File: config.mk
export PLATFORM = sky130hd
export DESIGN_NAME = shelf_next_fit_rect_packer_top_flat
export DESIGN_NICKNAME = d
export VERILOG_FILES = /design/src/hw/rtl/sfpk_pkg.sv /design/src/hw/rtl/sfpk_rect_if.sv /design/src/hw/rtl/sfpk_place_if.sv /design/src/hw/rtl/sfpk_addcmp.sv /design/src/hw/rtl/shelf_next_fit_rect_packer_top.sv /design/src/flat_wrapper.sv
export SDC_FILE = /design/constraint.sdc
export NUM_CORES = 1
export LEC_CHECK = 0
export ABC_AREA = 1
export BUFFER_PORTS_ARGS = -buffer_cell sky130_fd_sc_hd__buf_2
export CAP_MARGIN = 20
export CELL_PAD_IN_SITES_DETAIL_PLACEMENT = 0
export CELL_PAD_IN_SITES_GLOBAL_PLACEMENT = 1
export CORE_ASPECT_RATIO = 0.7
export CORE_UTILIZATION = 30
export DETAILED_ROUTE_END_ITERATION = 12
export GPL_TIMING_DRIVEN = 0
export HOLD_SLACK_MARGIN = 0.08
export PLACE_DENSITY_LB_ADDON = 0.08
export SLEW_MARGIN = 25
export SYNTH_ARGS = -nofsm -noshare
export SYNTH_HDL_FRONTEND = slang
export SYNTH_HIERARCHICAL = 1
export SYNTH_SLANG_ARGS = --single-unit
File: constraint.sdc
create_clock -name i_clk -period 11.1 [get_ports i_clk]
set_clock_uncertainty 0.05 [all_clocks]
set_input_delay 1.11 -clock i_clk [delete_from_list [all_inputs] [get_ports i_clk]]
set_output_delay 1.11 -clock i_clk [all_outputs]
set_load 0.01 [all_outputs]
File: src/hw/rtl/sfpk_pkg.sv
// Shared types and constants for the shelf next-fit rectangle packer.
// Depends on nothing; the interfaces and the top level import it.
`default_nettype none

package sfpk_pkg;

    // Width of every coordinate field on the channels and the config port
    localparam int FIELD_W = 16;

    // Default coordinate range of the atlas height
    localparam int COORD_BITS_DEF = 16;

    // Register reset values
    localparam logic [FIELD_W-1:0] ATLAS_WIDTH_RST = 16'd1024;
    localparam logic [FIELD_W-1:0] INIT_HEIGHT_RST = 16'd1024;

    typedef enum logic [1:0] {
        CFG_ATLAS_WIDTH = 2'd0,
        CFG_INIT_HEIGHT = 2'd1,
        CFG_ALLOW_ROT   = 2'd2,
        CFG_ALLOW_GROW  = 2'd3
    } t_cfg_idx;

    typedef enum logic [3:0] {
        ST_IDLE,   // wait for a rectangle beat
        ST_SORT,   // order the sides: short side across, long side up
        ST_R1A,    // upright on current shelf: does the shelf height cover it
        ST_R1B,    // upright on current shelf: is there width left
        ST_R2A,    // lying on current shelf: is there width left
        ST_R2B,    // lying on current shelf: is there height left
        ST_ROPEN,  // rotation failed on the shelf: close it
        ST_RPICK,  // choose orientation for the new shelf
        ST_U1,     // does the rectangle fit the remaining shelf width
        ST_UOPEN,  // close the shelf and open a new one
        ST_UFIT,   // is the rectangle wider than the atlas
        ST_UNEED,  // does the atlas have the height
        ST_GROW,   // double the atlas height, one step a cycle
        ST_PUT1,   // record position, advance shelf fill
        ST_PUT2,   // raise shelf height
        ST_FIN     // hand the result to the output register
    } t_state;

endpackage

`default_nettype wire

File: src/hw/rtl/sfpk_rect_if.sv
// Rectangle channel: one beat carries the size of one rectangle.
// Depends on sfpk_pkg for the field width.
`default_nettype none

interface sfpk_rect_if;
    import sfpk_pkg::*;

    logic               valid;
    logic               ready;
    logic [FIELD_W-1:0] rect_width;
    logic [FIELD_W-1:0] rect_height;

    modport source (output valid, output rect_width, output rect_height, input ready);
    modport sink   (input valid, input rect_width, input rect_height, output ready);
endinterface

`default_nettype wire

File: src/hw/rtl/sfpk_place_if.sv
// Placement channel: one beat carries the result for one rectangle.
// Depends on sfpk_pkg for the field width.
`default_nettype none

interface sfpk_place_if;
    import sfpk_pkg::*;

    logic               valid;
    logic               ready;
    logic               placed;
    logic [FIELD_W-1:0] pos_x;
    logic [FIELD_W-1:0] pos_y;
    logic [FIELD_W-1:0] stored_width;
    logic [FIELD_W-1:0] stored_height;
    logic [FIELD_W-1:0] atlas_height;

    modport source (
        output valid, output placed, output pos_x, output pos_y,
        output stored_width, output stored_height, output atlas_height,
        input ready
    );
    modport sink (
        input valid, input placed, input pos_x, input pos_y,
        input stored_width, input stored_height, input atlas_height,
        output ready
    );
endinterface

`default_nettype wire

File: src/hw/rtl/sfpk_addcmp.sv
// Shared add-and-compare unit of the packer: sum = a + b, le = (sum <= c).
// Depends on nothing; the sequencer in the top level drives its operands.
`default_nettype none

module sfpk_addcmp #(
    parameter int W = 17
) (
    input  wire logic [W-1:0] i_a,
    input  wire logic [W-1:0] i_b,
    input  wire logic [W-1:0] i_c,
    output logic      [W:0]   o_sum,
    output logic              o_le
);
    assign o_sum = {1'b0, i_a} + {1'b0, i_b};
    assign o_le  = (o_sum <= {1'b0, i_c});
endmodule

`default_nettype wire

File: src/hw/rtl/shelf_next_fit_rect_packer_top.sv
// Shelf next-fit rectangle packer, top level. Uses sfpk_pkg, sfpk_rect_if,
// sfpk_place_if and the shared add/compare unit sfpk_addcmp.
`default_nettype none

// Each rectangle beat is placed into an atlas of fixed width by shelf
// next-fit and yields exactly one placement beat (placed flag, position,
// size as stored and the atlas height after any growth). One item is worked
// at a time: i_rect.ready is high only while the sequencer is idle. All
// additions and comparisons go through a single add/compare unit, at most
// one use per cycle and per sequencer step. Without rotation a placed
// item passes the fill check, the height check and the two placement
// steps; opening a new shelf adds the close step and the check against the
// atlas width. With rotation the sides are sorted first, and the upright
// and the lying fit on the current shelf are tried before a new shelf is
// opened and its orientation chosen. A rejected item ends sooner. Growth
// adds a step for each doubling of the atlas height plus a final check.
// The output register lets the next rectangle be accepted while a result
// still waits on o_place.ready; a finished item holds in the last step until
// that register is free.
// Atlas width and growth writes also affect an item in progress; rotation
// is read when a beat is accepted. The atlas height starts at its reset
// value after each reset. COORD_BITS bounds how far the height may grow; a
// doubling past its range rejects the item and leaves the height unchanged.

module shelf_next_fit_rect_packer_top #(
    parameter int COORD_BITS = sfpk_pkg::COORD_BITS_DEF
) (
    input  wire logic                          i_clk,
    input  wire logic                          i_rst_n,
    input  wire logic                          i_cfg_we,
    input  wire sfpk_pkg::t_cfg_idx            i_cfg_idx,
    input  wire logic [sfpk_pkg::FIELD_W-1:0]  i_cfg_data,
    sfpk_rect_if.sink                          i_rect,
    sfpk_place_if.source                       o_place
);
    import sfpk_pkg::*;

    // Height registers cover the wider of the field range and COORD_BITS
    localparam int HW = (COORD_BITS > FIELD_W) ? COORD_BITS : FIELD_W;
    localparam int UW = HW + 1;
    localparam logic [UW-1:0] COORD_MAX =
        {{(UW-COORD_BITS){1'b0}}, {COORD_BITS{1'b1}}};

    // Configuration
    logic [FIELD_W-1:0] r_atlas_w;
    logic               r_allow_rot;
    logic               r_allow_grow;

    // Packing state
    t_state             r_state, n_state;
    logic [FIELD_W-1:0] r_fill, n_fill;
    logic [FIELD_W-1:0] r_shelf_h, n_shelf_h;
    logic [HW-1:0]      r_closed, n_closed;
    logic [HW-1:0]      r_cah, n_cah;

    // Per-item working registers
    logic [FIELD_W-1:0] r_cw, n_cw;
    logic [FIELD_W-1:0] r_ch, n_ch;
    logic               r_flag, n_flag;
    logic               r_ok, n_ok;
    logic [FIELD_W-1:0] r_rx, n_rx;
    logic [HW-1:0]      r_ry, n_ry;
    logic [UW-1:0]      r_g, n_g;
    logic [UW-1:0]      r_need, n_need;

    // Output register
    logic               r_out_valid;
    logic               r_o_placed;
    logic [FIELD_W-1:0] r_o_x, r_o_y, r_o_w, r_o_h, r_o_ah;
    logic               fin_load;

    // Shared unit operands
    logic [UW-1:0]      u_a, u_b, u_c;
    logic [UW:0]        u_sum;
    logic               u_le;

    sfpk_addcmp #(.W(UW)) u_addcmp (
        .i_a   (u_a),
        .i_b   (u_b),
        .i_c   (u_c),
        .o_sum (u_sum),
        .o_le  (u_le)
    );

    // Config writes; an initial height write is ignored, reset sets INIT_HEIGHT_RST
    always_ff @(posedge i_clk) begin
        if (!i_rst_n) begin
            r_atlas_w    <= ATLAS_WIDTH_RST;
            r_allow_rot  <= 1'b0;
            r_allow_grow <= 1'b0;
        end else if (i_cfg_we) begin
            unique case (i_cfg_idx)
                CFG_ATLAS_WIDTH: r_atlas_w    <= i_cfg_data;
                CFG_INIT_HEIGHT: ;
                CFG_ALLOW_ROT:   r_allow_rot  <= i_cfg_data[0];
                CFG_ALLOW_GROW:  r_allow_grow <= i_cfg_data[0];
            endcase
        end
    end

    assign i_rect.ready = (r_state == ST_IDLE);
    assign fin_load     = (r_state == ST_FIN) && (!r_out_valid || o_place.ready);

    always_ff @(posedge i_clk) begin
        if (!i_rst_n) begin
            r_state   <= ST_IDLE;
            r_fill    <= '0;
            r_shelf_h <= '0;
            r_closed  <= '0;
            r_cah     <= HW'(INIT_HEIGHT_RST);
        end else begin
            r_state   <= n_state;
            r_fill    <= n_fill;
            r_shelf_h <= n_shelf_h;
            r_closed  <= n_closed;
            r_cah     <= n_cah;
        end
    end

    always_ff @(posedge i_clk) begin
        r_cw   <= n_cw;
        r_ch   <= n_ch;
        r_flag <= n_flag;
        r_ok   <= n_ok;
        r_rx   <= n_rx;
        r_ry   <= n_ry;
        r_g    <= n_g;
        r_need <= n_need;
    end

    // Sequencer: at most one use of the add/compare unit per step
    always_comb begin
        n_state   = r_state;
        n_fill    = r_fill;
        n_shelf_h = r_shelf_h;
        n_closed  = r_closed;
        n_cah     = r_cah;
        n_cw      = r_cw;
        n_ch      = r_ch;
        n_flag    = r_flag;
        n_ok      = r_ok;
        n_rx      = r_rx;
        n_ry      = r_ry;
        n_g       = r_g;
        n_need    = r_need;
        u_a       = '0;
        u_b       = '0;
        u_c       = '0;

        unique case (r_state)
            ST_IDLE: begin
                if (i_rect.valid) begin
                    n_cw    = i_rect.rect_width;
                    n_ch    = i_rect.rect_height;
                    n_ok    = 1'b0;
                    n_state = r_allow_rot ? ST_SORT : ST_U1;
                end
            end
            ST_SORT: begin
                // height <= width: swap so cw is the short side
                u_a = UW'(r_ch);
                u_c = UW'(r_cw);
                if (u_le) begin
                    n_cw = r_ch;
                    n_ch = r_cw;
                end
                n_state = ST_R1A;
            end
            ST_R1A: begin
                u_a     = UW'(r_ch);
                u_c     = UW'(r_shelf_h);
                n_flag  = u_le;
                n_state = ST_R1B;
            end
            ST_R1B: begin
                u_a = UW'(r_fill);
                u_b = UW'(r_cw);
                u_c = UW'(r_atlas_w);
                if (r_flag && (u_le || r_cw == '0)) begin
                    n_state = ST_PUT1;
                end else begin
                    n_state = ST_R2A;
                end
            end
            ST_R2A: begin
                u_a     = UW'(r_fill);
                u_b     = UW'(r_ch);
                u_c     = UW'(r_atlas_w);
                n_flag  = u_le || (r_ch == '0);
                n_state = ST_R2B;
            end
            ST_R2B: begin
                u_a = UW'(r_closed);
                u_b = UW'(r_cw);
                u_c = UW'(r_cah);
                if (r_flag && (u_le || r_cw == '0)) begin
                    n_cw    = r_ch;
                    n_ch    = r_cw;
                    n_state = ST_PUT1;
                end else begin
                    n_state = ST_ROPEN;
                end
            end
            ST_ROPEN: begin
                u_a       = UW'(r_closed);
                u_b       = UW'(r_shelf_h);
                n_closed  = u_sum[HW-1:0];
                n_fill    = '0;
                n_shelf_h = '0;
                n_state   = ST_RPICK;
            end
            ST_RPICK: begin
                // Long side fits across: lay it down
                u_a = UW'(r_ch);
                u_c = UW'(r_atlas_w);
                if (u_le) begin
                    n_cw = r_ch;
                    n_ch = r_cw;
                end
                n_state = ST_U1;
            end
            ST_U1: begin
                u_a     = UW'(r_fill);
                u_b     = UW'(r_cw);
                u_c     = UW'(r_atlas_w);
                n_state = u_le ? ST_UNEED : ST_UOPEN;
            end
            ST_UOPEN: begin
                u_a       = UW'(r_closed);
                u_b       = UW'(r_shelf_h);
                n_closed  = u_sum[HW-1:0];
                n_fill    = '0;
                n_shelf_h = '0;
                n_state   = ST_UFIT;
            end
            ST_UFIT: begin
                u_a     = UW'(r_cw);
                u_c     = UW'(r_atlas_w);
                n_state = u_le ? ST_UNEED : ST_FIN;
            end
            ST_UNEED: begin
                u_a = UW'(r_closed);
                u_b = UW'(r_ch);
                u_c = UW'(r_cah);
                if (u_le) begin
                    n_state = ST_PUT1;
                end else if (!r_allow_grow || r_cah == '0) begin
                    n_state = ST_FIN;
                end else begin
                    n_g     = UW'(r_cah);
                    n_need  = u_sum[UW-1:0];
                    n_state = ST_GROW;
                end
            end
            ST_GROW: begin
                // Double while below the need and within range
                u_a = r_need;
                u_c = r_g;
                if (!u_le && r_g <= COORD_MAX) begin
                    n_g = {r_g[UW-2:0], 1'b0};
                end else if (r_g > COORD_MAX) begin
                    n_state = ST_FIN;
                end else begin
                    n_cah   = r_g[HW-1:0];
                    n_state = ST_PUT1;
                end
            end
            ST_PUT1: begin
                u_a     = UW'(r_fill);
                u_b     = UW'(r_cw);
                n_rx    = r_fill;
                n_ry    = r_closed;
                n_fill  = u_sum[FIELD_W-1:0];
                n_state = ST_PUT2;
            end
            ST_PUT2: begin
                u_a = UW'(r_ch);
                u_c = UW'(r_shelf_h);
                if (!u_le) begin
                    n_shelf_h = r_ch;
                end
                n_ok    = 1'b1;
                n_state = ST_FIN;
            end
            ST_FIN: begin
                if (fin_load) begin
                    n_state = ST_IDLE;
                end
            end
            default: n_state = ST_IDLE;
        endcase
    end

    // Output register: load on finish, drop on handshake
    always_ff @(posedge i_clk) begin
        if (!i_rst_n) begin
            r_out_valid <= 1'b0;
        end else if (fin_load) begin
            r_out_valid <= 1'b1;
        end else if (o_place.ready) begin
            r_out_valid <= 1'b0;
        end
    end

    always_ff @(posedge i_clk) begin
        if (fin_load) begin
            r_o_placed <= r_ok;
            r_o_x      <= r_ok ? r_rx : '0;
            r_o_y      <= r_ok ? r_ry[FIELD_W-1:0] : '0;
            r_o_w      <= r_ok ? r_cw : '0;
            r_o_h      <= r_ok ? r_ch : '0;
            r_o_ah     <= r_cah[FIELD_W-1:0];
        end
    end

    assign o_place.valid         = r_out_valid;
    assign o_place.placed        = r_o_placed;
    assign o_place.pos_x         = r_o_x;
    assign o_place.pos_y         = r_o_y;
    assign o_place.stored_width  = r_o_w;
    assign o_place.stored_height = r_o_h;
    assign o_place.atlas_height  = r_o_ah;

    // Closed shelves plus the open shelf never pass the atlas height when idle
    a_height_bound: assert property (@(posedge i_clk) disable iff (!i_rst_n)
        r_state == ST_IDLE |->
            ({1'b0, r_closed} + UW'(r_shelf_h)) <= {1'b0, r_cah})
        else $error("shelf stack exceeds atlas height");

    // Atlas height only grows between resets
    a_height_monotone: assert property (@(posedge i_clk) disable iff (!i_rst_n)
        $past(i_rst_n) |-> r_cah >= $past(r_cah))
        else $error("atlas height shrank");

    // An accepted beat starts the sequencer
    a_accept_busy: assert property (@(posedge i_clk) disable iff (!i_rst_n)
        i_rect.valid && i_rect.ready |=> r_state != ST_IDLE)
        else $error("accepted beat left sequencer idle");

    // A rejected result carries no position or size
    a_reject_zero: assert property (@(posedge i_clk) disable iff (!i_rst_n)
        r_out_valid && !r_o_placed |->
            r_o_x == '0 && r_o_y == '0 && r_o_w == '0 && r_o_h == '0)
        else $error("rejected result with nonzero placement");

endmodule

`default_nettype wire
File: src/flat_wrapper.sv
// flat-port wrapper written by rule: the top's interface ports become plain ports
module shelf_next_fit_rect_packer_top_flat import sfpk_pkg::*;
#(
    parameter int COORD_BITS = sfpk_pkg::COORD_BITS_DEF
)
  (i_clk, i_rst_n, i_cfg_we, i_cfg_idx, i_cfg_data, i_rect_valid, i_rect_rect_width, i_rect_rect_height, i_rect_ready, o_place_valid, o_place_placed, o_place_pos_x, o_place_pos_y, o_place_stored_width, o_place_stored_height, o_place_atlas_height, o_place_ready);
  sfpk_rect_if i_rect_i ();
  sfpk_place_if o_place_i ();
  input  wire logic i_clk;
  input  wire logic i_rst_n;
  input  wire logic i_cfg_we;
  input  wire sfpk_pkg::t_cfg_idx i_cfg_idx;
  input  wire logic [sfpk_pkg::FIELD_W-1:0] i_cfg_data;
  input wire logic [$bits(i_rect_i.valid)-1:0] i_rect_valid;
  input wire logic [$bits(i_rect_i.rect_width)-1:0] i_rect_rect_width;
  input wire logic [$bits(i_rect_i.rect_height)-1:0] i_rect_rect_height;
  output wire logic [$bits(i_rect_i.ready)-1:0] i_rect_ready;
  output wire logic [$bits(o_place_i.valid)-1:0] o_place_valid;
  output wire logic [$bits(o_place_i.placed)-1:0] o_place_placed;
  output wire logic [$bits(o_place_i.pos_x)-1:0] o_place_pos_x;
  output wire logic [$bits(o_place_i.pos_y)-1:0] o_place_pos_y;
  output wire logic [$bits(o_place_i.stored_width)-1:0] o_place_stored_width;
  output wire logic [$bits(o_place_i.stored_height)-1:0] o_place_stored_height;
  output wire logic [$bits(o_place_i.atlas_height)-1:0] o_place_atlas_height;
  input wire logic [$bits(o_place_i.ready)-1:0] o_place_ready;
  assign i_rect_i.valid = i_rect_valid;
  assign i_rect_i.rect_width = i_rect_rect_width;
  assign i_rect_i.rect_height = i_rect_rect_height;
  assign i_rect_ready = i_rect_i.ready;
  assign o_place_valid = o_place_i.valid;
  assign o_place_placed = o_place_i.placed;
  assign o_place_pos_x = o_place_i.pos_x;
  assign o_place_pos_y = o_place_i.pos_y;
  assign o_place_stored_width = o_place_i.stored_width;
  assign o_place_stored_height = o_place_i.stored_height;
  assign o_place_atlas_height = o_place_i.atlas_height;
  assign o_place_i.ready = o_place_ready;
  shelf_next_fit_rect_packer_top #(.COORD_BITS(COORD_BITS)) u_core (.i_clk(i_clk), .i_rst_n(i_rst_n), .i_cfg_we(i_cfg_we), .i_cfg_idx(i_cfg_idx), .i_cfg_data(i_cfg_data), .i_rect(i_rect_i), .o_place(o_place_i));
endmodule
==> flow_metrics.tcl, run 1 <==
set metrics [dict create \
    status "completed" \
    die-area_um2 42600 \
    ys_seq_area_share_pct 57.3 \
    vias 10300 \
    reg2reg_depth 35 \
    ys_top_cells_by_area "edfxtp_1 43%, dfxtp_1 14%, nand2_1 9.3%" \
    critPathSlowestCell "nor3_4" \
    finalNetCount 1627 \
    synth-compound-area-share_pct 13.8 \
    fp.dieH_um 173 \
    grt_usage_pct 21.0 \
    synth_warnings 6 \
    hp-start "u_core/r_cah[6]$_SDFFE_PN0P_" \
    synth_fa_ha_area_share_pct 3.56 \
    wl_met2_um 18200 \
    final_area_um2 15000 \
    synth_flop_cell "edfxtp_1" \
    portBuffers 136 \
    clk_pin_slew_worst_paths_ns 0.06 \
    fin_cells 2105 \
    p_per_area_nw_per_um2 248 \
    initial_core_util_pct 30.5 \
    synthCells 1357 \
    layout-drive-gt1-share_pct 15.8 \
    synth_area_um2 12500 \
    fin_setup_tns_ns 0 \
    wire_per_inst_um 21.4 \
    num_antenna_cells 0 \
    slew-limit-headroom_pct 41.9 \
    highest_layer "met4" \
    crit_fanout 25 \
    final_core_utilization_pct 36.5 \
    cts_setup_buffers 0 \
    worst_pin_slew_ns 0.864 \
    drt-total-wl_um 45100 \
    grt_pass1_vias 9722 \
    worstHoldPathType "reg -> reg" \
    gp_congestion 0.902 \
    h-tree-depth 1 \
    layout_worst_path_cycle_share_pct 62.5 \
    root_buffer "clkbuf_16" \
    end_kind "flop" \
    r2r-start "u_core/r_state[2]$_SDFFE_PN0P_" \
    ctsHoldBuffers 0 \
    critPathKind "reg -> reg" \
    insertion_delay_ns 0.58 \
    cts_num_sinks 268 \
    drv_cap 0 \
    grt_max_degree 28 \
    hold_ws_ns 0.407 \
    r2r-end "u_core/r_ch[9]$_DFFE_PP_" \
    tritoncts "done" \
    leakagePower_nw 6.35 \
    core_um2 41100 \
    place_hpwl_um 34600 \
    drtAntennaViolNets 0 \
    synth-simple-area-share_pct 16.4 \
    timing.critical_path.mode_cell "nand2_1" \
    grt_pass1_wl_um 65200 \
    synth_seq_cells 268 \
    cts_buffers 30 \
    yosysTopAreaCellShare_pct 43.4 \
    clock_path_buffers 3 \
    period_needed_ns 6.94 \
    synthArstFlopShare_pct 0 \
    ctsResizeCount 0 \
    r2r_slack_ns 4.16 \
    max_stage_delay_ns 0.43 \
    grt-ovfl-total 0 \
    drc 0 \
    crit_required_ns 11.32 \
    grt_setup_unrepaired "false" \
    antenna_found_initial 0 \
    dr_wl_met3_um 3230 \
    ir_drop_mv 0.138 \
    synth_nets 1447 \
    slew_viol_final 0 \
    drtIter0Drc 868 \
    area_growth_pct 19.9 \
    hold-path-endpoint "u_core/o_place.atlas_height[6]$_DFFE_PP_" \
    min_path_cells 0 \
    met1Wirelength_um 23100 \
    ioPinCount 138 \
    synth_top_area_cell "edfxtp_1" \
    first_pass_iters 5 \
    dieWidth_um 246 \
    viasPerCell 4.88 \
    dp.cells 2049 \
    cp_data_arrival_time_ns 7.16 \
    fmax_mhz 144 \
    synth.distinct_cells 41 \
    synth_xor_area_share_pct 0.769 \
    syn_avg_cell_area_um2 9.23 \
    synth_top_family_by_area "simple AND/OR/NAND/NOR gates" \
    muxShareOfSynthArea_pct 1.26 \
    finalSetupViolations 0 \
    fp-row-count 62 \
    post_dp_cell_area_um2 14000 \
    final_hold_viol_count 0 \
    worst_setup_path_start_kind "flop" \
    synth_enable_flop_cells 181 \
]
[cell families (layout without fill, tap and decap cells)]
kind of cell,Yosys count,after routing
AND/OR/NAND/NOR,517,517
flip-flops,268,268
buffers and inverters,221,425
adder cells (fa/ha/maj),35,35
AO/OA/AOI/OAI,290,290
XOR/XNOR,11,11
other,1,1
multiplexers,14,14
[worst max-delay path by stage]
stage / endpoint / slack (ns) / from
after floorplan: u_core/o_place.atlas_height[0]$_DFFE_PP_ / 3.79 / o_place_ready
after global placement: u_core/o_place.stored_width[13]$_SDFFCE_PN0P_ / 0.79 / o_place_ready
after detailed placement: u_core/r_cah[11]$_SDFFE_PN0P_ / 4.36 / u_core/r_state[2]$_SDFFE_PN0P_
after CTS: u_core/r_cah[11]$_SDFFE_PN0P_ / 4.32 / u_core/r_state[2]$_SDFFE_PN0P_
after global routing: u_core/r_cah[11]$_SDFFE_PN0P_ / 3.77 / u_core/r_state[2]$_SDFFE_PN0P_
final: u_core/r_ch[9]$_DFFE_PP_ / 4.16 / u_core/r_state[2]$_SDFFE_PN0P_
[layout by cell type (no fill, tap or decap), drive strengths merged, types with 2 or more instances in the layout]
master and count:
nand4 4, xnor2 4, bufinv 2, o21ai 113, nor2 147, inv 169
ha 34, xor2 7, a21oi 93, edfxtp 181, nor3 9, a21o 3
o2111ai 9, a22oi 33, nand2 316, buf 168, nand3 34, mux2 14
a21boi 2, o211ai 18, clkinv 13, o21a 18, dfxtp 87, nor4 5
clkinvlp 2, clkbuf 71
[power breakdown]
group	internal, mW	switching (mW)
logic	0.390	0.870
clock network	0.572	0.421
registers	1.24	0.237
[sequential cells by signal, summed over array words and instances, names as in the netlist]
| register | cells |
|---|---|
| u_core/r_closed | 16 |
| u_core/o_place.stored_width | 16 |
| u_core/r_allow_rot | 1 |
| u_core/r_cah | 16 |
| u_core/o_place.pos_x | 16 |
| u_core/r_cw | 16 |
| u_core/o_place.valid | 1 |
| u_core/r_shelf_h | 16 |
| u_core/r_ry | 16 |
| u_core/o_place.atlas_height | 16 |
| u_core/r_allow_grow | 1 |
| u_core/r_ok | 1 |
| u_core/r_atlas_w | 16 |
| u_core/r_ch | 16 |
| u_core/o_place.pos_y | 16 |
| u_core/r_flag | 1 |
| u_core/r_rx | 16 |
| u_core/o_place.stored_height | 16 |
| u_core/r_fill | 16 |
| u_core/r_state | 4 |
| u_core/r_need | 17 |
| u_core/o_place.placed | 1 |
| u_core/r_g | 17 |
[metal layers]
metal	track usage [%]	vias to the layer above
li1	-	4936
met1	33.5	4970
met2	29.0	320
met3	3.96	47
met4	3.42	0
met5	0	-
[cells in the mapped netlist (2+ instances only)]
cell type    n
a21oi_1     88
o21ai_0    108
a22oi_1     33
o2111ai_1    9
buf_2       14
a21o_1       3
mux2_1       5
nand2_1    311
nand4_1      4
a21boi_0     2
nor4_1       5
ha_1        34
inv_1      166
nand2_2      5
clkinv_1     2
mux2_2       9
buf_4        4
clkbuf_1    32
o211ai_1    18
dfxtp_1     87
nor2_1     144
nand3_1     34
xor2_1       7
nor2_2       3
edfxtp_1   181
xnor2_1      4
o21a_1      18
a21oi_2      4
o21ai_2      4
nor3_1       8
[per-stage QoR]
stage          setup WS, ns  total power, mW
6_report               4.16             3.73
5_1_grt                3.77             3.93
4_1_cts                4.32             3.74
3_5_place_dp           4.36             2.73
3_3_place_gp          0.787             2.72
2_1_floorplan          3.79             2.15
[final cells by class]
| type | count | area, um2 |
|---|---|---|
| Buffer | 52 | 236 |
| Clock buffer | 39 | 826 |
| Clock inverter | 17 | 155 |
| Fill cell | 4308 | 26100 |
| Inverter | 169 | 634 |
| Multi-Input combinational cell | 868 | 4510 |
| Sequential cell | 268 | 7180 |
| Tap cell | 544 | 681 |
| Timing Repair Buffer | 148 | 803 |
[critical path: cells and delay by family, from the launching register on]
kind                     cells  cell delay, ns
AND/OR/NAND/NOR             19            2.80
flip-flops                   1            0.34
adder cells (fa/ha/maj)      2            0.74
buffers and inverters        6            0.95
AO/OA/AOI/OAI                8            1.73
Power figures use the tool's default switching activity.
==> run 2: changes to the inputs <==
- ABC_AREA: 1 -> 0
- clock period: 11.1 -> 5.7 ns (I/O delays scaled with it)
==> run 2 against run 1 <==
The run now ends with setup timing left. Sequential power grew 86%. Combinational power grew to 2.8 times the previous value. Non-clock buffer count grew 74. Flip-flop and latch count is the same. Global-route usage is essentially flat. Core utilization grew 3.0 points. Design area grew 9.4%. Worst hold slack lost 0.25 ns. Synthesized area grew 2.3%.
==> flow_metrics.tcl, run 2 <==
set metrics [dict create \
    use_met1_pct 32.4 \
    grt_max_degree 42 \
    reg.largest.list "u_core/r_g x17, u_core/r_need x17" \
    use_met3_pct 4.20 \
    synthCells 1190 \
    power_mw 8.11 \
    fin_ws_ns -0.210 \
    end_kind "flop" \
    drtAntennaViolNets 0 \
    fp.dieH_um 175 \
    initial_core_util_pct 30.8 \
    worst_pin_slew_ns 0.911 \
    slew-limit-headroom_pct 39.1 \
    synth_area_um2 12800 \
    clock_path_buffers 3 \
    drtIter0Drc 901 \
    layout_worst_path_cycle_share_pct 104 \
    antenna_found_initial 2 \
    status "finished with violations" \
    cts_buffers 29 \
    first_pass_iters 6 \
    synth_nets 1280 \
    vias 10300 \
    crit_required_ns 5.92 \
    wire_per_inst_um 23.0 \
    min_path_cells 3 \
    gp_congestion 0.839 \
    fin_cells 1994 \
    grt_setup_unrepaired "true" \
    core_um2 41600 \
    final_area_um2 16400 \
    leakagePower_nw 6.22 \
    p_per_area_nw_per_um2 493 \
    grt_pass1_vias 10100 \
    use_met2_pct 29.7 \
    die-area_um2 43600 \
    critPathKind "reg -> reg" \
    drv_cap 0 \
    worst_setup_path_start_kind "flop" \
    final_cell_mix "218 x nand2_1, 181 x edfxtp_1, 149 x buf_2" \
    root_buffer "clkbuf_16" \
    finalNetCount 1516 \
    crit_fanout 17 \
    ir_drop_mv 0.236 \
    drc 0 \
    portBuffers 137 \
    worstHoldPathType "in -> reg" \
    tritoncts "done" \
    final_common_cell "nand2_1" \
    insertion_delay_ns 0.57 \
    h-tree-depth 1 \
    grt_usage_pct 21.0 \
    viasPerCell 5.17 \
    period_needed_ns 5.91 \
    place_hpwl_um 33500 \
    clk_pin_slew_worst_paths_ns 0.06 \
    reg2reg_depth 25 \
    violations "setup timing" \
    drt-total-wl_um 45900 \
    dp.cells 1880 \
    cp_data_arrival_time_ns 6.13 \
    fp-row-count 62 \
    ioPinCount 138 \
    grt_pass1_wl_um 67500 \
    dieWidth_um 249 \
    post_dp_cell_area_um2 14500 \
    finalSetupViolations 74 \
    layout-drive-gt1-share_pct 28.5 \
    syn_avg_cell_area_um2 10.8 \
    area_growth_pct 28.3 \
    slew_viol_final 0 \
    fmax_mhz 169 \
    busiest_layer "met1" \
    synth_warnings 6 \
    cts_num_sinks 268 \
    final_hold_viol_count 0 \
    grt-ovfl-total 0 \
]
[run 2: critical path, stage by stage (launching register included)]
cell and delay, ns:
dfxtp_4 0.36, buf_6 0.13, or4b_4 0.58, o21ai_4 0.14, buf_6 0.19, a22o_1 0.15
a21o_1 0.18, ha_4 0.24, a211oi_4 0.28, o21bai_4 0.14, o21ai_2 0.28, a2111o_1 0.21
o211ai_1 0.15, ha_1 0.36, nand4_1 0.20, buf_4 0.21, nor3_2 0.14, o41ai_2 0.13
a221oi_2 0.34, a2111oi_4 0.06, buf_6 0.16, buf_4 0.14, clkbuf_8 0.16, nor3_4 0.23
and2b_4 0.20, buf_12 0.17
[run 2: cell type report]
cell class	count	area (um2)
multi-input combinational	825	5740
timing repair buffer	206	1370
tap	544	681
inverter	28	105
clock buffer	35	758
antenna	1	2.50
clock inverter	19	131
fill	4134	25100
buffer	68	457
sequential	268	7190
[run 2: final timing paths]
kind / start / endpoint / slack [ns]
setup reg to reg: u_core/r_state[3]$_SDFFE_PN0P_ / u_core/r_need[13]$_DFFE_PP_ / -0.21
hold reg to reg: u_core/r_ok$_DFFE_PP_ / u_core/o_place.placed$_DFFE_PP_ / 0.40
setup / recovery: u_core/r_state[3]$_SDFFE_PN0P_ / u_core/r_need[13]$_DFFE_PP_ / -0.21
hold / removal: i_cfg_data[10] / u_core/r_atlas_w[10]$_SDFFE_PN1P_ / 0.16
[run 2: power by group]
group	internal [mW]	leakage, nW	total [mW]	switching, mW
Clock	0.994	0.423	1.81	0.817
Sequential	2.34	2.41	2.73	0.386
Combinational	1.60	3.39	3.57	1.97
[run 2: per-layer routing]
layer / vias to the layer above / wire [um]
li1: 4833 / -
met1: 5095 / 23400
met2: 324 / 18700
met3: 56 / 2950
met4: 0 / 823
met5: - / 0
[run 2: what timing repair did]
| item | 4_1_cts | 5_1_grt |
|---|---|---|
| pin swaps | 27 | 19 |
| cloned | 4 | 1 |
| hold buffers | 0 | 0 |
| resized for setup | 102 | 29 |
| setup endpoints to repair | 103 | 103 |
| setup buffers | 47 | 9 |
| endpoints found under the hold margin | 0 | 0 |
[run 2: stage by stage]
stage               utilization (%)  setup slack (ns)  hold slack [ns]  setup TNS (ns)
finish                         39.5            -0.210            0.160           -9.75
global placement               34.5             -2.97            0.376         -264.39
CTS                            38.9            -0.138            0.131           -4.39
floorplan                         -            -0.242            0.373           -7.74
detailed placement             34.8             -2.05            0.390         -157.54
global route                   39.5            -0.393            0.169          -26.96
